===== src/rtl/bnm_pkg.sv =====
`timescale 1ns / 1ps
`default_nettype none
package bnm_pkg;

	localparam int PROG_SIZE   = 4096;
	localparam int BLOCK_DEPTH = 32;
	localparam int SCOPE_DEPTH = 32;
	localparam int NUM_VARS    = 64;

	localparam int POS_W  = 12;
	localparam int CNT_W  = 13;
	localparam int VAR_W  = 6;
	localparam int BLK_AW = $clog2(BLOCK_DEPTH);
	localparam int BLK_DW = $clog2(BLOCK_DEPTH + 1);
	localparam int SCP_AW = $clog2(SCOPE_DEPTH);
	localparam int SCP_DW = $clog2(SCOPE_DEPTH + 1);
	localparam int BLK_EW = POS_W + 2;
	localparam int SCP_EW = POS_W + VAR_W;

	localparam logic [3:0] ACT_SET     = 4'd0;
	localparam logic [3:0] ACT_ARITH   = 4'd1;
	localparam logic [3:0] ACT_GOTO    = 4'd2;
	localparam logic [3:0] ACT_IFGR    = 4'd3;
	localparam logic [3:0] ACT_IFEQ    = 4'd4;
	localparam logic [3:0] ACT_ELSE    = 4'd5;
	localparam logic [3:0] ACT_ENDIF   = 4'd6;
	localparam logic [3:0] ACT_LOOP    = 4'd7;
	localparam logic [3:0] ACT_ENDLOOP = 4'd8;

	localparam logic [1:0] K_ACC   = 2'd0;
	localparam logic [1:0] K_PATCH = 2'd1;
	localparam logic [1:0] K_SCOPE = 2'd2;
	localparam logic [1:0] K_ERR   = 2'd3;

	localparam logic [1:0] OP_IFGR = 2'd0;
	localparam logic [1:0] OP_IFEQ = 2'd1;
	localparam logic [1:0] OP_ELSE = 2'd2;
	localparam logic [1:0] OP_LOOP = 2'd3;

	localparam logic [2:0] ERR_NONE     = 3'd0;
	localparam logic [2:0] ERR_OPERAND  = 3'd1;
	localparam logic [2:0] ERR_GOTO0    = 3'd2;
	localparam logic [2:0] ERR_LOOPCNT  = 3'd3;
	localparam logic [2:0] ERR_ELSE     = 3'd4;
	localparam logic [2:0] ERR_ENDIF    = 3'd5;
	localparam logic [2:0] ERR_ENDLOOP  = 3'd6;
	localparam logic [2:0] ERR_FULL     = 3'd7;

	typedef struct packed {
		logic       latch_in;
		logic       emit;
		logic [1:0] emit_kind;
		logic       commit;
		logic       scope_pop;
	} cmd_t;

	typedef struct packed {
		logic       ignore;
		logic       is_closer;
		logic [2:0] err;
		logic       scope_more;
		logic       emit_ok;
	} sts_t;

endpackage
`default_nettype wire


===== src/rtl/bnm_ram.sv =====
`timescale 1ns / 1ps
`default_nettype none
module bnm_ram #(
	parameter int WIDTH = 8,
	parameter int DEPTH = 32
) (
	input  wire logic                     clk,
	input  wire logic                     we,
	input  wire logic [$clog2(DEPTH)-1:0] waddr,
	input  wire logic [WIDTH-1:0]         wdata,
	input  wire logic [$clog2(DEPTH)-1:0] raddr,
	output logic      [WIDTH-1:0]         rdata
);

	logic [WIDTH-1:0] mem_q [DEPTH];

	always_ff @(posedge clk) begin
		if (we) begin
			mem_q[waddr] <= wdata;
		end
		rdata <= mem_q[raddr];
	end

endmodule
`default_nettype wire


===== src/rtl/bnm_datapath.sv =====
`timescale 1ns / 1ps
`default_nettype none
module bnm_datapath (
	input  wire logic                clk,
	input  wire logic                arst_n,
	input  wire bnm_pkg::cmd_t       cmd,
	output bnm_pkg::sts_t            sts,
	input  wire logic [3:0]          action,
	input  wire logic                operand_ok,
	input  wire logic [5:0]          target_var,
	input  wire logic                has_count,
	input  wire logic signed [31:0]  const_value,
	output logic                     out_valid,
	input  wire logic                out_stall,
	output logic [1:0]               kind,
	output logic [11:0]              first_pos,
	output logic [12:0]              second_pos,
	output logic [1:0]               opener_kind,
	output logic [2:0]               error_code,
	output logic                     last
);
	import bnm_pkg::*;

	logic [3:0]        action_q;
	logic              ok_q;
	logic [VAR_W-1:0]  tv_q;
	logic              has_count_q;
	logic [31:0]       cv_q;
	logic [CNT_W-1:0]  instr_q;
	logic [BLK_DW-1:0] blk_depth_q;
	logic [SCP_DW-1:0] scp_depth_q;
	logic [NUM_VARS-1:0] var_active_q;

	logic              blk_we;
	logic [BLK_AW-1:0] blk_waddr;
	logic [BLK_EW-1:0] blk_wdata;
	logic [BLK_AW-1:0] blk_raddr;
	logic [BLK_EW-1:0] blk_rdata;
	logic              scp_we;
	logic [SCP_AW-1:0] scp_raddr;
	logic [SCP_EW-1:0] scp_rdata;

	logic [POS_W-1:0]  top_pos;
	logic [1:0]        top_kind;
	logic [POS_W-1:0]  scp_pos;
	logic [VAR_W-1:0]  scp_var;
	logic              full;
	logic              blk_full;
	logic              scp_full;
	logic              blk_empty;
	logic              tv_bad;
	logic              tv_active;
	logic              cv_zero;
	logic              is_opener;
	logic              push_scope;
	logic [1:0]        new_kind;
	logic [2:0]        err;
	logic [2:0]        close_code;
	logic              match;
	logic [CNT_W-1:0]  scope_end;

	assign blk_raddr = BLK_AW'(blk_depth_q - BLK_DW'(1));
	assign scp_raddr = SCP_AW'(scp_depth_q - SCP_DW'(1));
	assign top_pos   = blk_rdata[BLK_EW-1:2];
	assign top_kind  = blk_rdata[1:0];
	assign scp_pos   = scp_rdata[SCP_EW-1:VAR_W];
	assign scp_var   = scp_rdata[VAR_W-1:0];

	assign full      = instr_q >= CNT_W'(PROG_SIZE);
	assign blk_full  = blk_depth_q >= BLK_DW'(BLOCK_DEPTH);
	assign scp_full  = scp_depth_q >= SCP_DW'(SCOPE_DEPTH);
	assign blk_empty = blk_depth_q == '0;
	assign tv_bad    = int'(tv_q) >= NUM_VARS;
	assign tv_active = var_active_q[tv_q];
	assign cv_zero   = cv_q == '0;
	assign scope_end = (action_q == ACT_ENDIF) ? instr_q : instr_q + CNT_W'(1);

	always_comb begin
		is_opener = 1'b0;
		new_kind  = OP_LOOP;
		match     = 1'b0;
		err       = ERR_NONE;
		close_code = ERR_ENDLOOP;
		case (action_q)
			ACT_SET: begin
				if (!ok_q || tv_bad) begin
					err = ERR_OPERAND;
				end else if (full || (!tv_active && scp_full)) begin
					err = ERR_FULL;
				end
			end
			ACT_ARITH: begin
				if (!ok_q) begin
					err = ERR_OPERAND;
				end else if (full) begin
					err = ERR_FULL;
				end
			end
			ACT_GOTO: begin
				if (!ok_q) begin
					err = ERR_OPERAND;
				end else if (cv_zero) begin
					err = ERR_GOTO0;
				end else if (full) begin
					err = ERR_FULL;
				end
			end
			ACT_IFGR, ACT_IFEQ: begin
				is_opener = 1'b1;
				new_kind  = (action_q == ACT_IFGR) ? OP_IFGR : OP_IFEQ;
				if (!ok_q) begin
					err = ERR_OPERAND;
				end else if (full || blk_full) begin
					err = ERR_FULL;
				end
			end
			ACT_LOOP: begin
				is_opener = 1'b1;
				if (has_count_q && !ok_q) begin
					err = ERR_OPERAND;
				end else if (has_count_q && (cv_zero || cv_q[31])) begin
					err = ERR_LOOPCNT;
				end else if (full || blk_full) begin
					err = ERR_FULL;
				end
			end
			ACT_ELSE, ACT_ENDIF, ACT_ENDLOOP: begin
				if (action_q == ACT_ELSE) begin
					close_code = ERR_ELSE;
					match = (top_kind == OP_IFGR) || (top_kind == OP_IFEQ);
				end else if (action_q == ACT_ENDIF) begin
					close_code = ERR_ENDIF;
					match = top_kind != OP_LOOP;
				end else begin
					match = top_kind == OP_LOOP;
				end
				if (blk_empty || !match) begin
					err = close_code;
				end else if (full) begin
					err = ERR_FULL;
				end
			end
			default: begin
				err = ERR_NONE;
			end
		endcase
	end

	always_comb begin
		sts.ignore     = action_q > ACT_ENDLOOP;
		sts.is_closer  = action_q inside {ACT_ELSE, ACT_ENDIF, ACT_ENDLOOP};
		sts.err        = err;
		sts.scope_more = (scp_depth_q != '0) && (scp_pos > top_pos);
		sts.emit_ok    = !out_valid || !out_stall;
	end

	assign push_scope = cmd.commit && (action_q == ACT_SET) && !tv_active;
	assign blk_we     = cmd.commit && (is_opener || action_q == ACT_ELSE);
	assign blk_waddr  = (action_q == ACT_ELSE) ? blk_raddr : BLK_AW'(blk_depth_q);
	assign blk_wdata  = (action_q == ACT_ELSE) ? {instr_q[POS_W-1:0], OP_ELSE}
	                                           : {instr_q[POS_W-1:0], new_kind};
	assign scp_we     = push_scope;

	bnm_ram #(.WIDTH(BLK_EW), .DEPTH(BLOCK_DEPTH)) u_blk_ram (
		.clk   (clk),
		.we    (blk_we),
		.waddr (blk_waddr),
		.wdata (blk_wdata),
		.raddr (blk_raddr),
		.rdata (blk_rdata)
	);

	bnm_ram #(.WIDTH(SCP_EW), .DEPTH(SCOPE_DEPTH)) u_scp_ram (
		.clk   (clk),
		.we    (scp_we),
		.waddr (SCP_AW'(scp_depth_q)),
		.wdata ({instr_q[POS_W-1:0], tv_q}),
		.raddr (scp_raddr),
		.rdata (scp_rdata)
	);

	always_ff @(posedge clk) begin
		if (cmd.latch_in) begin
			action_q    <= action;
			ok_q        <= operand_ok;
			tv_q        <= target_var;
			has_count_q <= has_count;
			cv_q        <= const_value;
		end
	end

	always_ff @(posedge clk or negedge arst_n) begin
		if (!arst_n) begin
			instr_q      <= '0;
			blk_depth_q  <= '0;
			scp_depth_q  <= '0;
			var_active_q <= '0;
		end else begin
			if (cmd.commit) begin
				instr_q <= instr_q + CNT_W'(1);
				if (is_opener) begin
					blk_depth_q <= blk_depth_q + BLK_DW'(1);
				end else if (action_q == ACT_ENDIF || action_q == ACT_ENDLOOP) begin
					blk_depth_q <= blk_depth_q - BLK_DW'(1);
				end
			end
			if (push_scope) begin
				scp_depth_q          <= scp_depth_q + SCP_DW'(1);
				var_active_q[tv_q]   <= 1'b1;
			end else if (cmd.scope_pop) begin
				scp_depth_q          <= scp_depth_q - SCP_DW'(1);
				var_active_q[scp_var] <= 1'b0;
			end
		end
	end

	always_ff @(posedge clk or negedge arst_n) begin
		if (!arst_n) begin
			out_valid <= 1'b0;
		end else if (cmd.emit) begin
			out_valid <= 1'b1;
		end else if (!out_stall) begin
			out_valid <= 1'b0;
		end
	end

	always_ff @(posedge clk) begin
		if (cmd.emit) begin
			kind <= cmd.emit_kind;
			case (cmd.emit_kind)
				K_ERR: begin
					first_pos   <= '0;
					second_pos  <= instr_q;
					opener_kind <= OP_IFGR;
					error_code  <= err;
					last        <= 1'b1;
				end
				K_PATCH: begin
					first_pos   <= top_pos;
					second_pos  <= instr_q;
					opener_kind <= top_kind;
					error_code  <= ERR_NONE;
					last        <= 1'b0;
				end
				K_SCOPE: begin
					first_pos   <= scp_pos;
					second_pos  <= scope_end;
					opener_kind <= OP_IFGR;
					error_code  <= ERR_NONE;
					last        <= 1'b0;
				end
				default: begin
					first_pos   <= instr_q[POS_W-1:0];
					second_pos  <= '0;
					opener_kind <= OP_IFGR;
					error_code  <= ERR_NONE;
					last        <= 1'b1;
				end
			endcase
		end
	end

endmodule
`default_nettype wire


===== src/rtl/bnm_ctrl.sv =====
`timescale 1ns / 1ps
`default_nettype none
module bnm_ctrl (
	input  wire logic          clk,
	input  wire logic          arst_n,
	input  wire logic          in_valid,
	output logic               in_stall,
	input  wire bnm_pkg::sts_t sts,
	output bnm_pkg::cmd_t      cmd
);
	import bnm_pkg::*;

	localparam logic [1:0] S_IDLE  = 2'd0;
	localparam logic [1:0] S_EVAL  = 2'd1;
	localparam logic [1:0] S_SCOPE = 2'd2;
	localparam logic [1:0] S_SWAIT = 2'd3;

	logic [1:0] state_q;
	logic [1:0] state_d;

	assign in_stall = state_q != S_IDLE;

	always_comb begin
		state_d        = state_q;
		cmd.latch_in   = 1'b0;
		cmd.emit       = 1'b0;
		cmd.emit_kind  = K_ACC;
		cmd.commit     = 1'b0;
		cmd.scope_pop  = 1'b0;
		case (state_q)
			S_IDLE: begin
				if (in_valid) begin
					cmd.latch_in = 1'b1;
					state_d      = S_EVAL;
				end
			end
			S_EVAL: begin
				if (sts.ignore) begin
					state_d = S_IDLE;
				end else if (sts.emit_ok) begin
					cmd.emit = 1'b1;
					if (sts.err != ERR_NONE) begin
						cmd.emit_kind = K_ERR;
						state_d       = S_IDLE;
					end else if (sts.is_closer) begin
						cmd.emit_kind = K_PATCH;
						state_d       = S_SCOPE;
					end else begin
						cmd.commit = 1'b1;
						state_d    = S_IDLE;
					end
				end
			end
			S_SCOPE: begin
				if (sts.emit_ok) begin
					cmd.emit = 1'b1;
					if (sts.scope_more) begin
						cmd.emit_kind = K_SCOPE;
						cmd.scope_pop = 1'b1;
						state_d       = S_SWAIT;
					end else begin
						cmd.commit = 1'b1;
						state_d    = S_IDLE;
					end
				end
			end
			S_SWAIT: begin
				state_d = S_SCOPE;
			end
			default: begin
				state_d = S_IDLE;
			end
		endcase
	end

	always_ff @(posedge clk or negedge arst_n) begin
		if (!arst_n) begin
			state_q <= S_IDLE;
		end else begin
			state_q <= state_d;
		end
	end

endmodule
`default_nettype wire


===== src/rtl/block_nesting_matcher_core.sv =====
`timescale 1ns / 1ps
`default_nettype none
// Matches block openers and closers in a stream of decoded statements and
// gives one beat per result: backpatch, scope records, then the accepted or
// error beat marked last. A new statement is taken only when the last is
// done. Each scope record is followed by a wait state, since each popped
// scope entry is read again from the scope stack memory through its
// registered read port. Unknown actions give no beat.
module block_nesting_matcher_core (
	input  wire logic               clk,
	input  wire logic               arst_n,
	input  wire logic               in_valid,
	output logic                    in_stall,
	input  wire logic [3:0]         action,
	input  wire logic               operand_ok,
	input  wire logic [5:0]         target_var,
	input  wire logic               has_count,
	input  wire logic signed [31:0] const_value,
	output logic                    out_valid,
	input  wire logic               out_stall,
	output logic [1:0]              kind,
	output logic [11:0]             first_pos,
	output logic [12:0]             second_pos,
	output logic [1:0]              opener_kind,
	output logic [2:0]              error_code,
	output logic                    last
);
	import bnm_pkg::*;

	cmd_t cmd;
	sts_t sts;

	bnm_ctrl u_ctrl (
		.clk      (clk),
		.arst_n   (arst_n),
		.in_valid (in_valid),
		.in_stall (in_stall),
		.sts      (sts),
		.cmd      (cmd)
	);

	bnm_datapath u_dp (
		.clk         (clk),
		.arst_n      (arst_n),
		.cmd         (cmd),
		.sts         (sts),
		.action      (action),
		.operand_ok  (operand_ok),
		.target_var  (target_var),
		.has_count   (has_count),
		.const_value (const_value),
		.out_valid   (out_valid),
		.out_stall   (out_stall),
		.kind        (kind),
		.first_pos   (first_pos),
		.second_pos  (second_pos),
		.opener_kind (opener_kind),
		.error_code  (error_code),
		.last        (last)
	);

endmodule
`default_nettype wire

===== config.mk =====
export PLATFORM = sky130hd
export DESIGN_NAME = block_nesting_matcher_core
export DESIGN_NICKNAME = d
export VERILOG_FILES = /design/src/rtl/bnm_pkg.sv /design/src/rtl/bnm_ram.sv /design/src/rtl/bnm_datapath.sv /design/src/rtl/bnm_ctrl.sv /design/src/rtl/block_nesting_matcher_core.sv
export SDC_FILE = /design/constraint.sdc
export NUM_CORES = 1
export LEC_CHECK = 0
export BUFFER_PORTS_ARGS = -buffer_cell sky130_fd_sc_hd__clkbuf_2
export CAP_MARGIN = 5
export CORE_MARGIN = 1
export CORE_UTILIZATION = 63
export CTS_BUF_LIST = sky130_fd_sc_hd__clkbuf_16
export CTS_CLUSTER_SIZE = 24
export DETAILED_ROUTE_END_ITERATION = 8
export HOLD_SLACK_MARGIN = 0.15
export MAX_ROUTING_LAYER = met4
export PLACE_DENSITY = 0.81
export SKIP_LAST_GASP = 1
export SYNTH_ARGS = -nofsm -noshare
export SYNTH_HDL_FRONTEND = slang
export SYNTH_SLANG_ARGS = --single-unit

===== constraint.sdc =====
create_clock -name clk -period 5 [get_ports clk]
set_input_delay 0.5 -clock clk [delete_from_list [all_inputs] [get_ports clk]]
set_output_delay 0.5 -clock clk [all_outputs]
set_load 0.02 [all_outputs]

==> metrics.yaml <==
status:
  status: "complete, no violations"
clocking:
  tritoncts: "built"
  cts_buffer_depth: 3
  numCtsBuffers: 116
  htreeDepth: 3
  insertion_delay_ns: 0.71
  post_cts_buffers: 0
  clock_sink_count: 1225
  clock_tree.root_cell: "clkbuf_16"
  clk_pin_slew_worst_paths_ns: 0.06
sta:
  timing.hold.ws_ns: 0.338
  max_freq_ghz: 0.213
  skew_ns: 0.0396
  period_minus_slack_ns: 4.69
  hold_viol_final: 0
  tightest_slew_ns: 1.31
  rsz0062_at_grt: "false"
  timing.final.ws_setup_ns: 0.306
  tns_ns: 0
  maxSlewViolCount: 0
  maxSlewHeadroom_pct: 12.4
  finalSetupViolCount: 0
  min_period_over_period_pct: 93.9
routing:
  wl_per_cell_um: 32.6
  dr.first_iter.drc_count: 4225
  drc: 0
  dr.pass1.iters: 7
  drt-vias-per-instance: 7.03
  vias: 27394
  final_antenna_net_count: 0
  routed_wl_mm: 127
global_routing:
  antenna_found_initial: 8
  grt_pass1_wl_mm: 184
  grt_max_degree: 122
  grt_usage_pct: 33.7
  grt-ovfl-total: 0
  grt_pass1_vias: 26950
worst_setup_path:
  required_ns: 5.49
  startpoint_type: "flip-flop"
  path_class: "reg2reg"
  arrival_ns: 5.18
  cp_cell_sequence: "nor2b_1 -> a221o_1 -> a21oi_1 -> o22ai_1 -> nor3_4 -> nor4b_2 -> a21oi_1 -> inv_1 -> ha_2 -> nand2_1 -> or3_1 -> a21boi_0 -> a311oi_1"
  cpMostUsedCell: "a21oi_1"
  timing.rr.start: "u_dp.tv_q[1]"
  reg2reg_depth: 13
  critPathLaunch: "u_dp.tv_q[1]"
  crit_buf_inv: 1
  cp-end-kind: "flip-flop"
  cp.depth: 13
  rrSetupSlack_ns: 0.31
  critPathTopFamily: "simple AND/OR/NAND/NOR gates"
  crit_end: "u_dp.second_pos[8]"
  cpMaxStageDelayCell: "edfxtp_1"
  r2r_end: "u_dp.second_pos[8]"
  path_max_fanout: 15
  critPathMaxStageDelay_ns: 0.70
synthesis:
  synthFlopType: "edfxtp_1"
  yosys_warnings: 0
  yosysSeqAreaShare_pct: 73.1
  synth.distinct_cells: 77
  synth.avg_cell_area_um2: 19.5
  syn_nets: 2600
  async_reset_ff_share_pct: 7.51
  netlist_area_um2: 49300
  synthCells: 2522
  synth-edff-count: 1101
  ys_ff_latch: 1225
floorplan:
  ios: 83
  rows: 102
  core-area_um2: 77500
  initial_utilization_pct: 63.6
  die_area_um2: 79300
  die_h_um: 282
  die_w_um: 282
placement:
  io_buffers: 82
  dp.final_hpwl_mm: 72.4
  pre_cts_slack_ns: 0.100
  post-place-cells: 3624
  gp_congestion: 0.960
run:
  cap_violations: 0
final_layout:
  n_fill_cell: 4264
  fin_cells: 3897
  final_util_pct: 72.0
  area_growth_pct: 13.2
  layout-drive-gt1-share_pct: 28.8
  layout.nets: 2825
power:
  ir_drop_mv: 0.501
  power_leakage_uw: 0.0189
  powerDensity_nw_per_um2: 565
min_path:
  min_path_type: "in2reg"
kinds of logic (layout without fill, tap and decap cells):
family / Yosys count / in the layout / share of synthesized area, %
flops: 1225 / 1225 / 73.1
simple gates: 396 / 396 / 4.15
mux: 378 / 378 / 16.1
compound gates: 277 / 277 / 3.67
buf+inv: 178 / 505 / 1.57
xor+xnor: 38 / 38 / 0.676
fa+ha+maj: 30 / 30 / 0.762
other cells: 0 / 8 / 0
state kept, by name, summed over array words and instances, names as in the netlist, 4 cells and up:
name and cells:
u_dp.action_q 4, u_dp.cv_q 32, u_dp.tv_q 6, u_dp.var_active_q 64, u_dp.blk_depth_q 6, u_dp.scp_depth_q 6
u_dp.instr_q 13, u_dp.u_scp_ram.mem_q 576, u_dp.u_scp_ram.rdata 18, u_dp.u_blk_ram.mem_q 448, u_dp.second_pos 13, u_dp.u_blk_ram.rdata 14
u_dp.first_pos 12
synth_stat cells, types with 32 or more instances:
cell type	n	area, um^2
dfrtp_1	92	2300
nor2_1	105	394
dfxtp_1	32	641
mux2_2	33	372
nand3_1	64	320
edfxtp_1	1101	33100
mux4_2	327	7360
a21oi_1	38	190
inv_1	35	131
clkbuf_1	84	315
o21ai_0	91	455
nand2_1	76	285
metal layers:
layer	vias up	routed length (um)	track usage (%)
li1	10822	-	-
met1	14137	46600	47.4
met2	2136	61200	51.2
met3	299	14800	5.95
met4	0	4260	10.4
met5	-	0	-
placed cells by master (no fill, tap or decap), types with 37 or more instances in the layout:
cell type | Yosys | final
clkbuf_2 | 2 | 81
nor2_1 | 105 | 82
clkbuf_16 | 0 | 119
a21oi_1 | 38 | 37
nand3_1 | 64 | 64
dlygate4sd3_1 | 0 | 45
mux4_2 | 327 | 327
nand2_1 | 76 | 76
buf_4 | 6 | 119
dfrtp_1 | 92 | 78
o21ai_0 | 91 | 91
edfxtp_1 | 1101 | 1101
inv_1 | 35 | 61
worst min path at each step:
stage,start,end,slack (ns),cells after the start
floorplan,arst_n,u_ctrl.state_q[0],0.20,0
global placement,u_dp.var_active_q[62],u_dp.var_active_q[62],0.47,2
detailed placement,u_dp.var_active_q[62],u_dp.var_active_q[62],0.49,2
CTS,out_stall,u_dp.out_valid,0.29,3
global route,out_stall,u_dp.out_valid,0.37,3
finish,out_stall,u_dp.out_valid,0.34,3
through the flow:
stage,total power [uW],instance area [um^2]
final,31500,55800
after global routing,32400,55800
after CTS,31400,55700
after detailed placement,22600,51500
after global placement,22400,51500
after floorplan,19200,49300
worst min-delay path, cell delays in order:
cell      delay (ns)
clkbuf_2        0.12
nand2_1         0.24
nand2_1         0.12
cell type report:
cell class                      count  area (um^2)  area share (%)
Sequential cell                  1225        36000            64.6
Multi-Input combinational cell   1119        12600            22.7
Clock buffer                      119         2980            5.34
Timing Repair Buffer              250         1850            3.32
Tap cell                         1040         1300            2.33
Clock inverter                    101          810            1.45
Inverter                           35          131           0.236
Antenna cell                        8         20.0          0.0359
power by group:
part | internal (uW) | leakage [uW] | switching (uW)
clock network | 4890 | 0.00196 | 3840
logic | 4210 | 0.00496 | 5870
registers | 12000 | 0.0120 | 636
repair_timing:
action	4_1_cts	5_1_grt
resized for setup	0	2
hold endpoints to repair	100	0
hold buffers	45	0
setup endpoints to repair	0	8
Note: power is estimated with default switching activity, not from simulation.
